## config.mk

```make
export PLATFORM = sky130hd
export DESIGN_NAME = sstl_table
export DESIGN_NICKNAME = d
export VERILOG_FILES = /design/src/hw/rtl/sstl_pkg.sv /design/src/hw/rtl/sstl_table.sv
export SDC_FILE = /design/constraint.sdc
export NUM_CORES = 2
export LEC_CHECK = 0
export BUFFER_PORTS_ARGS = -buffer_cell sky130_fd_sc_hd__buf_2
export CORE_UTILIZATION = 25
export CTS_BUF_LIST = sky130_fd_sc_hd__clkbuf_8
export DETAILED_ROUTE_END_ITERATION = 8
export GPL_TIMING_DRIVEN = 0
export PLACE_DENSITY = 0.38
export SYNTH_ARGS = -nofsm -noshare
export SYNTH_HDL_FRONTEND = slang
export SYNTH_SLANG_ARGS = --single-unit
```

## constraint.sdc

```tcl
create_clock -name clk -period 5.3 [get_ports clk]
set_input_delay 0.53 -clock clk [delete_from_list [all_inputs] [get_ports clk]]
set_output_delay 0.53 -clock clk [all_outputs]
set_load 0.02 [all_outputs]
```

## src/hw/rtl/sstl_pkg.sv

```systemverilog
// Shared types and constants for the smoothed sensor table linearizer.
// Used by the table memory, the serial divider and the top level.
// Depends on nothing.
package sstl_pkg;

	// Table geometry and sample format
	localparam int TABLE_DEPTH = 128;
	localparam int ADC_BITS    = 10;
	localparam int TBL_AW      = $clog2(TABLE_DEPTH);
	localparam int CNT_W       = $clog2(TABLE_DEPTH + 1);
	localparam int LVL_W       = 16;
	localparam int DST_W       = 16;

	// Configuration register layout
	localparam int CFG_IDX_W   = 1;
	localparam int CFG_DATA_W  = 9;
	localparam int WEIGHT_W    = 9;
	localparam int USED_W      = 8;

	// Interpolation arithmetic widths
	localparam int PROD_W      = 2 * (LVL_W + 1);
	localparam int DIV_W       = PROD_W - 1;
	localparam int QS_W        = DIV_W + 1;
	localparam int RES_W       = QS_W + 2;

	// Configuration register indexes
	typedef enum logic [CFG_IDX_W-1:0] {
		REG_WEIGHT = CFG_IDX_W'(0),
		REG_USED   = CFG_IDX_W'(1)
	} cfg_reg_t;

	// Word kinds on the input channel
	localparam logic KIND_LOAD   = 1'b0;
	localparam logic KIND_SAMPLE = 1'b1;

	// One calibration pair as stored in the table
	typedef struct packed {
		logic [DST_W-1:0] distance;
		logic [LVL_W-1:0] level;
	} entry_t;

	// Write side of the table memory
	typedef struct packed {
		logic              we;
		logic [TBL_AW-1:0] addr;
		entry_t            data;
	} table_wr_t;

	// Divider request and response
	typedef struct packed {
		logic             start;
		logic [DIV_W-1:0] dividend;
		logic [LVL_W-1:0] divisor;
	} div_req_t;

	typedef struct packed {
		logic             done;
		logic [DIV_W-1:0] quotient;
	} div_rsp_t;

endpackage

```

## src/hw/rtl/sstl_table.sv

```systemverilog
// Calibration table memory: one write port, one read port, registered read data.
// Depends on sstl_pkg for the entry and write-port types.
module sstl_table (
	input  logic                      clk,
	input  sstl_pkg::table_wr_t       wr,
	input  logic [sstl_pkg::TBL_AW-1:0] raddr,
	output sstl_pkg::entry_t          rdata
);
	import sstl_pkg::*;

	entry_t mem [TABLE_DEPTH];
	entry_t rdata_q;

	// Write one pair
	always_ff @(posedge clk) begin
		if (wr.we) begin
			mem[wr.addr] <= wr.data;
		end
	end

	// Read data is registered
	always_ff @(posedge clk) begin
		rdata_q <= mem[raddr];
	end

	assign rdata = rdata_q;

endmodule

```

# Yosys cells after proc, flatten, opt, wreduce, memory -nomap -nowiden
# Memory sizes are Yosys's and may differ from the RTL's. A register that Yosys moved wholly into a read port is not among the register bits.
# Cells that the tools add are included.
# W data, S select, Z words.
[totals]
ramBits = 4096
register_bits = 0
input_bits = 48
mem_count = 1
[op_classes]
n_mux = 2
[mem_list]
columns = ["memory", "words", "width", "rd", "rd_ports_with_merged_regs", "write_ports", "line_no", "text"]
rows = [
  ["mem", 128, 32, 1, 1, 1, "sstl_table.sv:11", "entry_t mem [TABLE_DEPTH];"],
]
[op_table]
columns = ["operator", "n"]
rows = [
  ["$mux W1", 2],
]

# Logic depth before layout (Yosys ltp)
[depth]
word_depth = 2
depth_mapped = 8

# Worst setup path after synthesis
# Ideal clock, no wire load.
[synth_path]
kind = "input to register"
start = "input wr[39] in the netlist's numbering"
end = "memory mem[98][0] in the netlist's numbering (enable)"
t_required_ps = 4839
stages = 3
arrival_time_ps = 3308
path_buffers = 1
setup_ps = 461
setup_slack_ps = 1531
cell_sequence = "clkbuf_1 nand4_1 nor3_1"
[synth_between]
elab_chain_cells = 2
[synth_rtl]
columns = ["item", "line_no", "text"]
rows = [
  ["start, declared", "sstl_table.sv:5", "input sstl_pkg::table_wr_t wr,"],
  ["$mux W1", "sstl_table.sv:16", "if (wr.we) begin"],
  ["$mux W1 (not written as such)", "sstl_table.sv:17", "mem[wr.addr] <= wr.data;"],
  ["end, declared", "sstl_table.sv:11", ""],
]
# Every way passes these cells.

==> metrics.cfg <==
[cts]
cts_root_buf=clkbuf_8
cts.clk_slew.worst_paths_ns=0.06
numCtsBuffers=695
cts_tree=done
cts_sinks=4128
clk-insertion-delay-late_ns=1.25
cts_buffer_depth=4
cts_max_level=6

[routing]
dr_total_vias=72045
vias_per_cell=4.50
wl_um=506000
antenna_left=0
wire_per_inst_um=31.6
drt-pass1-iter-count=5
drc_errors=0
drt_iter0_drc=7302

[cells_and_area]
final_nets=7056
nFillCells=60051
stdcell_area_mm2=0.186
final_layout_size_suffix_gt1_share_pct=36.3
instances_no_fill=16016
syn_to_final_growth_pct=18.7

[synth]
synthesis.area_mm2=0.156
synth_nets=6038
ys_types=17
yosys_warnings=0
ys_ff_latch=4128
ys_top_cells_by_area=edfxtp_1 (79%), mux4_2 (19%), clkbuf_1 (0.44%)
synth-seq-area-share_pct=79.1
synth_cells=5990
yosys.area.top_type=edfxtp_1
synth_top_area_share_pct=78.7
syn_avg_cell_area_um2=26.1

[power_and_ir_drop]
seq_power_share_pct=54.6
p_per_area_mw_per_mm2=356
ir_drop_mv=0.248
p_clk_share_pct=39.1
internal_power_mw=50.2
p_leak_nw=56.2
comb_power_share_pct=6.3
switching_share_pct=24.0
netSwitchingPower_mw=15.9
finalPower_mw=66.1

[sta]
max_freq_mhz=229
post-route-min-period_ns=4.37
skew_ns=0.0436
worstMarginPinSlew_ns=1.47
rsz0062_at_grt=no
final-max-slew-violation-count=0
max_slew_margin_pct=2.19
post-route-period-util_pct=82.4
hold_viol=0
setup_viol=0

[setup_path]
cpPeakStageDelay_ns=0.99
worstPathCellList=clkbuf_1, buf_2, clkbuf_2, clkbuf_1, mux4_2, mux4_2, mux4_2, mux2_2
r2r_setup_slack_ns=2.42
cp_max_fo=11
crit_required_ns=6.36
end_kind=flip-flop
critPathKind=input port to flip-flop
crit_top_cell=mux4_2
worstPathArrival_ns=5.43
critPathSlowestCell=clkbuf_1
crit_start=raddr[2]
rr_worst_depth=4
r2r_end=rdata[9]$_DFF_P_
reg2reg_from=mem[87][9]$_DFFE_PP_
startpoint_type=input port

[grt]
grt_pass1_wl_um=677000
track_usage_pct=15.8
grt_pass1_vias=76362
grt_max_degree=97
antenna_found_initial=120
overflow=0

[floorplanning]
die_y_um=793
die_area_mm2=0.628
start_util_pct=25.1
die_x_um=793
boundaryPins=80
coreArea_mm2=0.623
num_rows=290

[job]
maxCapViolCount=0

[placed_design]
hpwl_um=347000
numPortBuffers=68
dp.cells=14597
place_congestion=0.787
placed_area_mm2=0.173

[worst_hold_path]
holdCritStartpoint=wr[32]
holdPathEnd=mem[81][1]$_DFFE_PP_
hold_class=input port to flip-flop
whs_path_depth=3

[run_status]
status=finished clean

kinds of logic (layout without fill, tap and decap cells):
group | after synthesis | count (layout) | synth area share, %
multiplexers | 1376 | 1376 | 19.6
flip-flops | 4128 | 4128 | 79.1
buffers and inverters | 316 | 1873 | 0.839
other | 0 | 147 | 0
AND/OR/NAND/NOR | 170 | 170 | 0.446
worst max-delay path, delay by kind of cell:
| kind | cells | cell delay [ns] |
|---|---|---|
| multiplexers | 4 | 1.92 |
| buffers and inverters | 4 | 2.84 |
worst max path at each step:
stage / to / slack [ns] / depth (start not counted)
2_1_floorplan: mem[98][0]$_DFFE_PP_ / 1.53 / 3
5_1_grt: rdata[30]$_DFF_P_ / 1.03 / 8
6_report: rdata[30]$_DFF_P_ / 0.93 / 8
4_1_cts: rdata[0]$_DFF_P_ / 1.0 / 8
3_5_place_dp: rdata[31]$_DFF_P_ / -0.41 / 9
3_3_place_gp: mem[102][12]$_DFFE_PP_ / -2.89 / 4
final cells by class:
class	count	area (um^2)	area share, %
Sequential cell	4128	124000	66.6
Clock buffer	718	9880	5.33
Buffer	316	1350	0.729
Multi-Input combinational cell	1546	32300	17.4
Timing Repair Buffer	321	5230	2.82
Antenna cell	147	368	0.198
Tap cell	8322	10400	5.61
Clock inverter	518	2370	1.28
synth_stat cells, drive strengths merged:
cell and number:
nand2 14, nor2 122, nand4 3, nand2b 2, mux2 32, nand3 12, nor2b 7, edfxtp 4096
dfxtp 32, nor3 9, clkbuf 182, buf 134, or3 1, mux4 1344
flip-flops by register name (all words and copies together), names as in the netlist:
| signal | cells |
|---|---|
| rdata | 32 |
| mem | 4096 |
placed cells by master, fill, tap and decap left out, types with 46 or more instances in the layout:
master / count
buf_1: 46
buf_12: 129
buf_16: 48
buf_2: 118
buf_6: 58
clkbuf_1: 153
clkbuf_8: 718
clkinv_1: 156
clkinv_2: 68
diode_2: 147
edfxtp_1: 4096
inv_1: 247
mux4_2: 1344
nor2_4: 119
per-stage QoR:
step	TNS, ns	utilization (%)	worst slack [ns]	hold WS (ns)
after global routing	0	29.7	1.03	0.133
final	0	29.8	0.931	0.203
after CTS	0	29.7	0.998	0.0196
after detailed placement	-8.33	27.7	-0.411	0.948
after global placement	-3353.09	26.8	-2.89	0.957
after floorplan	0	-	1.53	0.629
timing repair:
item,CTS,global route
setup endpoints to repair,0,0
hold endpoints to repair,2781,0
gates resized for setup,0,0
hold buffers,36,0
setup buffers,0,0
metal layers:
| layer | wire [um] | track usage [%] | up-vias |
|---|---|---|---|
| met3 | 28500 | 3.02 | 723 |
| met2 | 243000 | 25.8 | 2298 |
| li1 | - | - | 28767 |
| met1 | 218000 | 21.2 | 40237 |
| met5 | 126 | 0 | - |
| met4 | 16200 | 5.33 | 20 |
power groups by stage:
stage,sequential [mW],clock (mW),combinational (mW)
2_1_floorplan,36.8,0,1.74
3_3_place_gp,36.9,0,4.00
3_5_place_dp,36.8,0,4.22
4_1_cts,36.1,26.7,4.27
5_1_grt,36.1,28.0,4.31
6_report,36.1,25.9,4.14
Power figures use the tool's default switching activity.
