[config.mk]
export PLATFORM = sky130hd
export DESIGN_NAME = sstl_div
export DESIGN_NICKNAME = d
export VERILOG_FILES = /design/src/hw/rtl/sstl_pkg.sv /design/src/hw/rtl/sstl_div.sv
export SDC_FILE = /design/constraint.sdc
export NUM_CORES = 1
export LEC_CHECK = 0
export ABC_CLOCK_PERIOD_IN_PS = 5500
export BUFFER_PORTS_ARGS = -buffer_cell sky130_fd_sc_hd__clkbuf_2
export CORE_UTILIZATION = 56
export DETAILED_ROUTE_END_ITERATION = 10
export PLACE_DENSITY = 0.82
export SLEW_MARGIN = 15
export SYNTH_ARGS = -nofsm -noshare
export SYNTH_HDL_FRONTEND = slang
export SYNTH_SLANG_ARGS = --single-unit
[constraint.sdc]
create_clock -name clk -period 5.5 [get_ports clk]
set_input_delay 1.1 -clock clk [delete_from_list [all_inputs] [get_ports clk]]
set_output_delay 1.1 -clock clk [all_outputs]
set_load 0.02 [all_outputs]
[src/hw/rtl/sstl_pkg.sv]
// Shared types and constants for the smoothed sensor table linearizer.
// Used by the table memory, the serial divider and the top level.
// Depends on nothing.
package sstl_pkg;

	// Table geometry and sample format
	localparam int TABLE_DEPTH = 128;
	localparam int ADC_BITS    = 10;
	localparam int TBL_AW      = $clog2(TABLE_DEPTH);
	localparam int CNT_W       = $clog2(TABLE_DEPTH + 1);
	localparam int LVL_W       = 16;
	localparam int DST_W       = 16;

	// Configuration register layout
	localparam int CFG_IDX_W   = 1;
	localparam int CFG_DATA_W  = 9;
	localparam int WEIGHT_W    = 9;
	localparam int USED_W      = 8;

	// Interpolation arithmetic widths
	localparam int PROD_W      = 2 * (LVL_W + 1);
	localparam int DIV_W       = PROD_W - 1;
	localparam int QS_W        = DIV_W + 1;
	localparam int RES_W       = QS_W + 2;

	// Configuration register indexes
	typedef enum logic [CFG_IDX_W-1:0] {
		REG_WEIGHT = CFG_IDX_W'(0),
		REG_USED   = CFG_IDX_W'(1)
	} cfg_reg_t;

	// Word kinds on the input channel
	localparam logic KIND_LOAD   = 1'b0;
	localparam logic KIND_SAMPLE = 1'b1;

	// One calibration pair as stored in the table
	typedef struct packed {
		logic [DST_W-1:0] distance;
		logic [LVL_W-1:0] level;
	} entry_t;

	// Write side of the table memory
	typedef struct packed {
		logic              we;
		logic [TBL_AW-1:0] addr;
		entry_t            data;
	} table_wr_t;

	// Divider request and response
	typedef struct packed {
		logic             start;
		logic [DIV_W-1:0] dividend;
		logic [LVL_W-1:0] divisor;
	} div_req_t;

	typedef struct packed {
		logic             done;
		logic [DIV_W-1:0] quotient;
	} div_rsp_t;

endpackage

[src/hw/rtl/sstl_div.sv]
// Restoring unsigned divider, one quotient bit per cycle.
// Depends on sstl_pkg for the request and response structs.
module sstl_div (
	input  logic               clk,
	input  logic               arst_n,
	input  sstl_pkg::div_req_t req,
	output sstl_pkg::div_rsp_t rsp
);
	import sstl_pkg::*;

	localparam int STEP_W = $clog2(DIV_W + 1);

	logic [DIV_W-1:0]  quo_q;
	logic [LVL_W-1:0]  rem_q;
	logic [LVL_W-1:0]  dvs_q;
	logic [STEP_W-1:0] cnt_q;
	logic              run_q;
	logic              done_q;
	logic [LVL_W:0]    trial;
	logic              fits;

	// Shift in the next dividend bit and try the subtract
	assign trial = {rem_q, quo_q[DIV_W-1]};
	assign fits  = trial >= {1'b0, dvs_q};

	// Sequence the steps
	always_ff @(posedge clk or negedge arst_n) begin
		if (!arst_n) begin
			run_q  <= 1'b0;
			done_q <= 1'b0;
			cnt_q  <= '0;
		end else begin
			done_q <= 1'b0;
			if (req.start) begin
				run_q <= 1'b1;
				cnt_q <= STEP_W'(DIV_W);
			end else if (run_q) begin
				cnt_q <= cnt_q - 1'b1;
				if (cnt_q == STEP_W'(1)) begin
					run_q  <= 1'b0;
					done_q <= 1'b1;
				end
			end
		end
	end

	// Hold operands and partial results
	always_ff @(posedge clk) begin
		if (req.start) begin
			quo_q <= req.dividend;
			rem_q <= '0;
			dvs_q <= req.divisor;
		end else if (run_q) begin
			if (fits) begin
				rem_q <= LVL_W'(trial - {1'b0, dvs_q});
			end else begin
				rem_q <= trial[LVL_W-1:0];
			end
			quo_q <= {quo_q[DIV_W-2:0], fits};
		end
	end

	assign rsp.done     = done_q;
	assign rsp.quotient = quo_q;

endmodule

# Yosys cells after proc, flatten, opt, wreduce, memory -nomap -nowiden
# Index checks and enable logic that the tools add are counted.
word_totals:
  out_inout_bits: 34
  mem_count: 0
  ramBits: 0
  latch_bits: 0
  register_bits: 73
  rom_bits: 0
op_classes:
  eq_ne: 1
  mux: 11
  reduce_logical: 1
  bitwise_logic: 0
  order_cmp: 1
  mul: 0
  shifts: 0
  div: 0
  add_sub_neg: 2
op_table:
  columns: ["op", "count"]
  rows:
  - ["$mux 33", 2]
  - ["$ge 17x16->1", 1]
  - ["$mux 16", 1]
  - ["$sub 16x16->16", 1]
  - ["$mux 6", 2]
  - ["$eq 6x1->1 const B", 1]
  - ["$mux 1", 6]
  - ["$sub 6x1->6 const B", 1]
  - ["$reduce_bool 2->1", 1]

# Longest topological paths before layout
# Gate-level depths: netlist (run 1).
logic_depth:
  word_depth: 4
  depth_mapped: 11
  ltp_nobuf: 10

# Worst setup path after synthesis (run 1)
# No wires, ideal clock.
synth_timing:
  path_kind: "input -> register"
  startpoint: "input req[49] (netlist bit)"
  endpoint: "register quo_q[0] (enable)"
  required_ns: 5.112
  n_path_buf: 1
  t_arrival_ns: 2.119
  setup_slack_ns: 2.994
  cell_stages: 3
  setup_ns: 0.388
  path_cell_list: "clkbuf_1 > nor2_1 > inv_1"
synth_between:
  elab_chain_len: 1
synth_rtl:
  columns: ["item", "line_no", "text"]
  rows:
  - ["start, declared", "sstl_div.sv:6", "input sstl_pkg::div_req_t req,"]
  - ["$reduce_bool 2->1 (no line)", null, null]
  - ["end signal, assigned", "sstl_div.sv:50", "quo_q <= req.dividend;"]
  - ["end signal, assigned", "sstl_div.sv:59", "quo_q <= {quo_q[DIV_W-2:0], fits};"]
  - ["end, declared", "sstl_div.sv:13", "logic [DIV_W-1:0] quo_q;"]
# No other way between the ends.
# A chain may end at the register's enable or synchronous reset.

# Worst setup path in the final report (run 1)
layout_timing:
  startpoint: "register dvs_q[7]"
  endpoint: "register rem_q[0]"
layout_between:
  elab_chain_len: 2
layout_rtl:
  columns: ["item", "line_no", "text"]
  rows:
  - ["start, declared", "sstl_div.sv:15", "logic [LVL_W-1:0] dvs_q;"]
  - ["start signal, assigned", "sstl_div.sv:52", "dvs_q <= req.divisor;"]
  - ["$ge 17x16->1", "sstl_div.sv:24", "assign fits = trial >= {1'b0, dvs_q};"]
  - ["$mux 16", "sstl_div.sv:54", "if (fits) begin"]
  - ["end signal, assigned", "sstl_div.sv:55", "rem_q <= LVL_W'(trial - {1'b0, dvs_q});"]
  - ["end signal, assigned", "sstl_div.sv:57", "rem_q <= trial[LVL_W-1:0];"]
  - ["end, declared", "sstl_div.sv:14", "logic [LVL_W-1:0] rem_q;"]
# No other way between the ends.

==> results.md, run 1 <==
* Vias in the first global route at 2674
* Yosys warns at 0
* Worst-Skew Late Latency at roughly 0.34 ns
* Startpoint Class: flip-flop
* # clock sinks at 73
* Final setup vio count at 0
* Worst min path class: reg -> reg
* Clk buf depth at 2
* Hold Fails Final Rpt at 0
* Crit path capture type: flip-flop
* Antenna violations before repair at 0
* RSZ-0062 raised after global routing: no
* Period utilization at 54.1%
* Power after layout at 2.14 mW
* # Post-CTS Setup Buffers at 0
* CTS tree: done
* Failing checks: design-rule violations
* Via density at approximately 5.5
* Synth Net Count at about 400
* Core Util, Final at 69.8%
* Layout Skew at 0.00769 ns
* Number of synthesized flops with an enable pin at 49
* GPL Wtd Cong at around 0.87
* Ys flop type: edfxtp_1
* Antenna diode count at 0
* Die footprint at 7140 um^2
* CP Max Fanout at 20
* Largest net degree at the start of global routing at just under 70
* Cells after Synth at 322
* Yosys reg bits at 73
* Ys async rst share at 11.0%
* Max Clock Freq at 336 MHz
* Share of cells above drive strength 1 at 35.9%
* Area growth syn-to-layout at 18.1%
* Register Area at 1990 um^2
* Crit-path cells: inv_1 > ha_1 > nand2_2 > o211a_1 > o31ai_4 > a21oi_2 > o21ai_2 > mux2_4 > a211oi_2
* Worst setup path class: reg -> reg
* Outcome: complete, but fails checks
* H-tree Lvls at 3
* Fillers at 502
* Inserted Clock Buffers at 9
* Avg Inst Size Synth at between 10 and 15 um^2
* Final Instance Area at 4510 um^2
* Post-cts resize count at 0
* First-pass GRT wire length at 11800 um
* Clk slew on worst S/H paths at 0.07 ns
* Syn Std Cell Area at between 3000 and 4000 um^2
* P_leak at between 1.5 and 2 nW
* Sequential cell area fraction in the yosys report at 52.2%
* Total negative setup slack at 0 ns
* Area of the multi-input gates at about 1700 um^2
* Unique masters post-synth at 52
* DRC at 5
* Overflow after GRT at 0
* Row count at 29
* Pwr Density at roughly 470 nW/um^2
* Cts hold-fix bufs at 0
* I/O pin count at 86
* Final #Nets at 478
* WP data arrival at roughly 3.2 ns
* HPWL reported at the end of detailed placement at 4910 um
* Post-DR wirelength/cell at 14.3 um
* Core ar. at around 6500 um^2
* Critical Path Max Stage Delay at 0.89 ns
* Max IR drop VDD at around 0.00024 V
* Post-placement cell area at 4280 um^2
* Max_slew headroom at 24.3%
* Slowest-stage cell, CP: o21ai_2
* Post-route minimum period at 2.97 ns
* Critical Path RT at 5.76 ns
* 1st-pass router iterations at 7
* Final WL at 6970 um
* Via Count at 2668
* Initial drt markers at 95
* Worst Tran Pin Value at 1.14 ns
* Die Width at 84.5 um
* Root buf cell: clkbuf_8
* Port Buffer Count at 85
* Pins Over Slew Limit at 0
* Initial Utilization at 59.0%
* Max cap viols at 0
* Die height at 84.5 um
* Post-route ant nets at 0
* Global-route usage over all layers at 20.9%
## through the flow
stage               cells  worst slack [ns]  hold slack (ns)
finish                489              2.53            0.484
global placement      473              2.62            0.460
CTS                   489              2.49            0.489
global route          489              2.26            0.516
detailed placement    473              2.51            0.479
floorplan             322              2.99            0.445
## power by group
| part | leakage, nW | internal (mW) | switching, mW |
|---|---|---|---|
| clock | 0.107 | 0.269 | 0.194 |
| combinational | 1.10 | 0.373 | 0.481 |
| sequential | 0.733 | 0.739 | 0.0847 |
| total | 1.94 | 1.38 | 0.759 |
## worst paths after layout
path	cells after the start	to	from	slack [ns]
min in group asynchronous	1	cnt_q[0]	arst_n	0.59
setup reg to reg	9	rem_q[0]	dvs_q[7]	2.53
hold reg to reg	2	rem_q[10]	rem_q[10]	0.48
hold / removal	2	rem_q[10]	rem_q[10]	0.48
max in group asynchronous	1	run_q	arst_n	4.74
setup / recovery	9	rem_q[0]	dvs_q[7]	2.53
## layer usage
| layer | vias to the layer above | routed length (um) | GRT usage, % |
|---|---|---|---|
| met3 | 10 | 312 | 4.62 |
| li1 | 1339 | - | - |
| met2 | 67 | 3440 | 35.3 |
| met5 | - | 0 | 0 |
| met1 | 1252 | 3130 | 25.9 |
| met4 | 0 | 92 | 8.94 |
## worst max-delay path, delay by kind of cell, from the launching register on
family	cells	cell delay, ns
buf+inv	1	0.04
flops	1	0.33
mux	1	0.36
compound gates	5	1.66
fa+ha+maj	1	0.39
simple gates	1	0.11
## cell families after synthesis
family | synth area share, %
adder cells (fa/ha/maj) | 6.43
flip-flops | 52.2
AO/OA/AOI/OAI | 12.2
buffers and inverters | 4.30
AND/OR/NAND/NOR | 8.10
XOR/XNOR | 3.67
multiplexers | 13.1
## flip-flops by register name (all words and copies together), names as in the netlist
name / count
cnt_q: 6
rem_q: 16
quo_q: 33
dvs_q: 16
done_q: 1
run_q: 1
## cell usage after synthesis, types with 2 or more instances
cell	number	area share, %
ha_1	18	5.9
a21o_1	4	0.79
a211oi_1	10	2.0
inv_1	24	2.4
buf_2	2	0.26
nand2b_1	6	0.98
nand2_1	16	1.6
o21ai_1	2	0.26
clkbuf_1	9	0.89
a21oi_2	2	0.46
o21a_1	3	0.59
mux2_2	34	10
buf_6	2	0.59
nor2_1	22	2.2
nand3_1	6	0.79
nor3_1	2	0.26
o22ai_1	2	0.33
and2_1	3	0.49
dfrtp_1	8	5.2
o211ai_1	4	0.79
o21ai_0	11	1.4
dfxtp_1	16	8.4
xor2_1	3	0.69
a311oi_1	2	0.46
xnor2_1	13	3.0
edfxtp_1	49	39
a21oi_1	15	2.0
mux2i_1	10	2.6
## area by class of cell
class                      instances  area share, %
clock buffer                      12           3.22
clock inverter                     4           1.69
inverter                          24           2.00
multi-input combinational        211           36.8
sequential                        73           44.2
tap                               77           2.14
timing repair buffer              88           9.94
## layout by cell type, fill, tap and decap left out, drive strengths merged, types with 2 or more instances in the layout
cell type	instances
buf	3
a21oi	17
edfxtp	49
o211ai	4
o21ai	14
inv	24
bufinv	2
dfxtp	16
nand2b	6
a21o	4
a211oi	11
dfrtp	8
xnor2	13
xor2	3
o31ai	2
o22ai	2
o21a	3
nand3	6
ha	18
nor3	3
and2	3
mux2	35
clkbuf	97
nand2	17
nor2	22
mux2i	10
a311oi	2
No activity file was read; power rests on OpenSTA's default activity.
==> run 2: changes to the inputs <==
--- a/config.mk
+++ b/config.mk
@@ -5,11 +5,11 @@
 export SDC_FILE = /design/constraint.sdc
 export NUM_CORES = 1
 export LEC_CHECK = 0
-export ABC_CLOCK_PERIOD_IN_PS = 5500
+export ABC_CLOCK_PERIOD_IN_PS = 2700
 export BUFFER_PORTS_ARGS = -buffer_cell sky130_fd_sc_hd__clkbuf_2
-export CORE_UTILIZATION = 56
+export CORE_UTILIZATION = 49
 export DETAILED_ROUTE_END_ITERATION = 10
-export PLACE_DENSITY = 0.82
+export PLACE_DENSITY = 0.76
 export SLEW_MARGIN = 15
 export SYNTH_ARGS = -nofsm -noshare
 export SYNTH_HDL_FRONTEND = slang
==> constraint.sdc (replaced) <==
create_clock -name clk -period 2.7 [get_ports clk]
set_input_delay 0.54 -clock clk [delete_from_list [all_inputs] [get_ports clk]]
set_output_delay 0.54 -clock clk [all_outputs]
set_load 0.02 [all_outputs]
==> results.md, run 2 (synthesized netlist as in run 1, its figures left out) <==
* WP data arrival at 2.72 ns
* Met2 Track Usage GR at around a third
* Initial drt markers at 112
* I/O pin count at 86
* # clock sinks at 73
* CP Max Fanout at 8
* Antenna violations before repair at 0
* Core Util, Final at between 60 and 70%
* Die Width at roughly 90 um
* Overflow after GRT at 0
* Pwr Density at around 970 nW/um^2
* Max reg flops at 33
* 1st-pass router iterations at 6
* Max IR drop VDD at 0.000444 V
* Largest regs: quo_q: 33 flops, dvs_q: 16 flops, rem_q: 16 flops
* Final setup vio count at 0
* Via density at 5.17
* Worst reg2reg startpoint: dvs_q[7]
* Max_slew headroom at 59.8%
* Sw Share at 36.1%
* Initial Utilization at between 50% and 60%
* Most frequent cells in the layout: 85 x clkbuf_2, 49 x edfxtp_1, 34 x mux2_2
* Critical Path RT at 2.92 ns
* FF-to-FF setup slack at 0.20 ns
* Area growth syn-to-layout at 20.0%
* Max cap viols at 0
* Worst-Skew Late Latency at 0.36 ns
* HPWL reported at the end of detailed placement at 5370 um
* Post-route ant nets at 0
* Root buf cell: clkbuf_8
* Post-route minimum period at around 2.5 ns
* Crit path capture type: flip-flop
* Sequential share of power at 38.0%
* Layout Skew at 0.00800 ns
* GR peak layer: met2
* Core ar. at between 7000 and 8000 um^2
* Largest net degree at the start of global routing at 36
* Total negative setup slack at 0 ns
* Clock network fraction of design power at 21.4%
* Antenna diode count at 0
* Commonest non-fill, non-tap cell in the layout: clkbuf_2
* First-pass GRT wire length at ~12000 um
* Post-cts resize count at 0
* Row count at 31
* Startpoint Class: flip-flop
* P_leak at 1.97 nW
* Worst r2r dst: rem_q[7]
* Clk buf depth at 2
* Hold Fails Final Rpt at 0
* Final #Nets at 483
* H-tree Lvls at 3
* Max Clock Freq at 400 MHz
* Comb pwr share at 40.6%
* GPL Wtd Cong at around 0.87
* Internal Pwr Total at 2.83 mW
* RSZ-0062 raised after global routing: no
* Port Buffer Count at 85
* Global-route usage over all layers at roughly a fifth
* Worst min path class: in -> async
* Share of cells above drive strength 1 at 36.7%
* CTS tree: done
* Inserted Clock Buffers at 9
* Worst Tran Pin Value at 0.598 ns
* Clk slew on worst S/H paths at around 0.080 ns
* M3 GR Usage at 4.57%
* Pins Over Slew Limit at 0
* Cts hold-fix bufs at 0
* Most flops, register: quo_q
* Vias in the first global route at 2724
* Final WL at 7520 um
* Post-DR wirelength/cell at around 15 um
* Die height at between 90 and 100 um
* Switch Pwr at 1.60 mW
* Via Count at 2669
* # Post-CTS Setup Buffers at 0
* Outcome: finished clean
* Worst setup path class: reg -> reg
* Die footprint at 8140 um^2
* DRC at 0
* Reg2Reg Depth at 10
* Met1 Use GR at around a quarter
* Period utilization at 92.6%
## run 2: changes by cell type in the layout (fill, tap and decap cells not counted)
| cell | change |
|---|---|
| clkinvlp_4 | -1 |
| inv_1 | +1 |
| buf_4 | +5 |
| clkbuf_8 | -1 |
| clkinv_4 | +1 |
| o21ai_2 | -1 |
| clkbuf_1 | -1 |
| clkinv_2 | +1 |
| o21ai_4 | +1 |
| inv_6 | +1 |
| inv_2 | -1 |
## run 2: per-layer routing
metal / routed length (um) / vias to the layer above
met1: 3440 / 1255
li1: - / 1346
met4: 164 / 0
met3: 310 / 13
met2: 3600 / 55
met5: 0 / -
## run 2: area by class of cell
type	count	area, um^2
Clock buffer	10	128
Clock inverter	6	91.3
Fill cell	619	2790
Inverter	24	90.1
Multi-Input combinational cell	211	1670
Sequential cell	73	1990
Tap cell	99	124
Timing Repair Buffer	93	485
## run 2: per-stage QoR
| stage | worst slack (ns) | hold WS [ns] | cells | power (mW) | area, um^2 |
|---|---|---|---|---|---|
| floorplan | 0.458 | 0.244 | 322 | 3.07 | 3810 |
| global placement | 0.179 | 0.398 | 500 | 3.44 | 4350 |
| detailed placement | 0.118 | 0.399 | 500 | 3.48 | 4350 |
| CTS | 0.0909 | 0.0169 | 516 | 4.44 | 4570 |
| global route | 0.0263 | 0.0113 | 516 | 4.71 | 4580 |
| finish | 0.201 | 0.0225 | 516 | 4.43 | 4580 |
## run 2: power groups by stage
stage	clock [mW]	combinational, mW	sequential [mW]
final	0.947	1.80	1.69
after global routing	1.01	1.97	1.72
after CTS	0.962	1.79	1.68
after detailed placement	0	1.77	1.71
after global placement	0	1.74	1.70
after floorplan	0	1.25	1.81
## run 2: worst max path at each step
stage,start,to,slack [ns],cells after the start
CTS,dvs_q[7],rem_q[7],0.09,10
floorplan,quo_q[32],rem_q[14],0.46,10
global route,dvs_q[7],rem_q[8],0.03,10
finish,dvs_q[7],rem_q[7],0.20,10
detailed placement,dvs_q[7],rem_q[7],0.12,10
global placement,dvs_q[7],rem_q[8],0.18,10
## run 2: worst max-delay path, cell delays in order (launching register included)
cell      delay (ns)
edfxtp_1        0.34
inv_1           0.05
ha_1            0.39
nand2_2         0.13
o211a_1         0.26
o31ai_4         0.25
a21oi_2         0.09
o21ai_4         0.32
buf_4           0.25
mux2i_1         0.21
a211oi_1        0.09
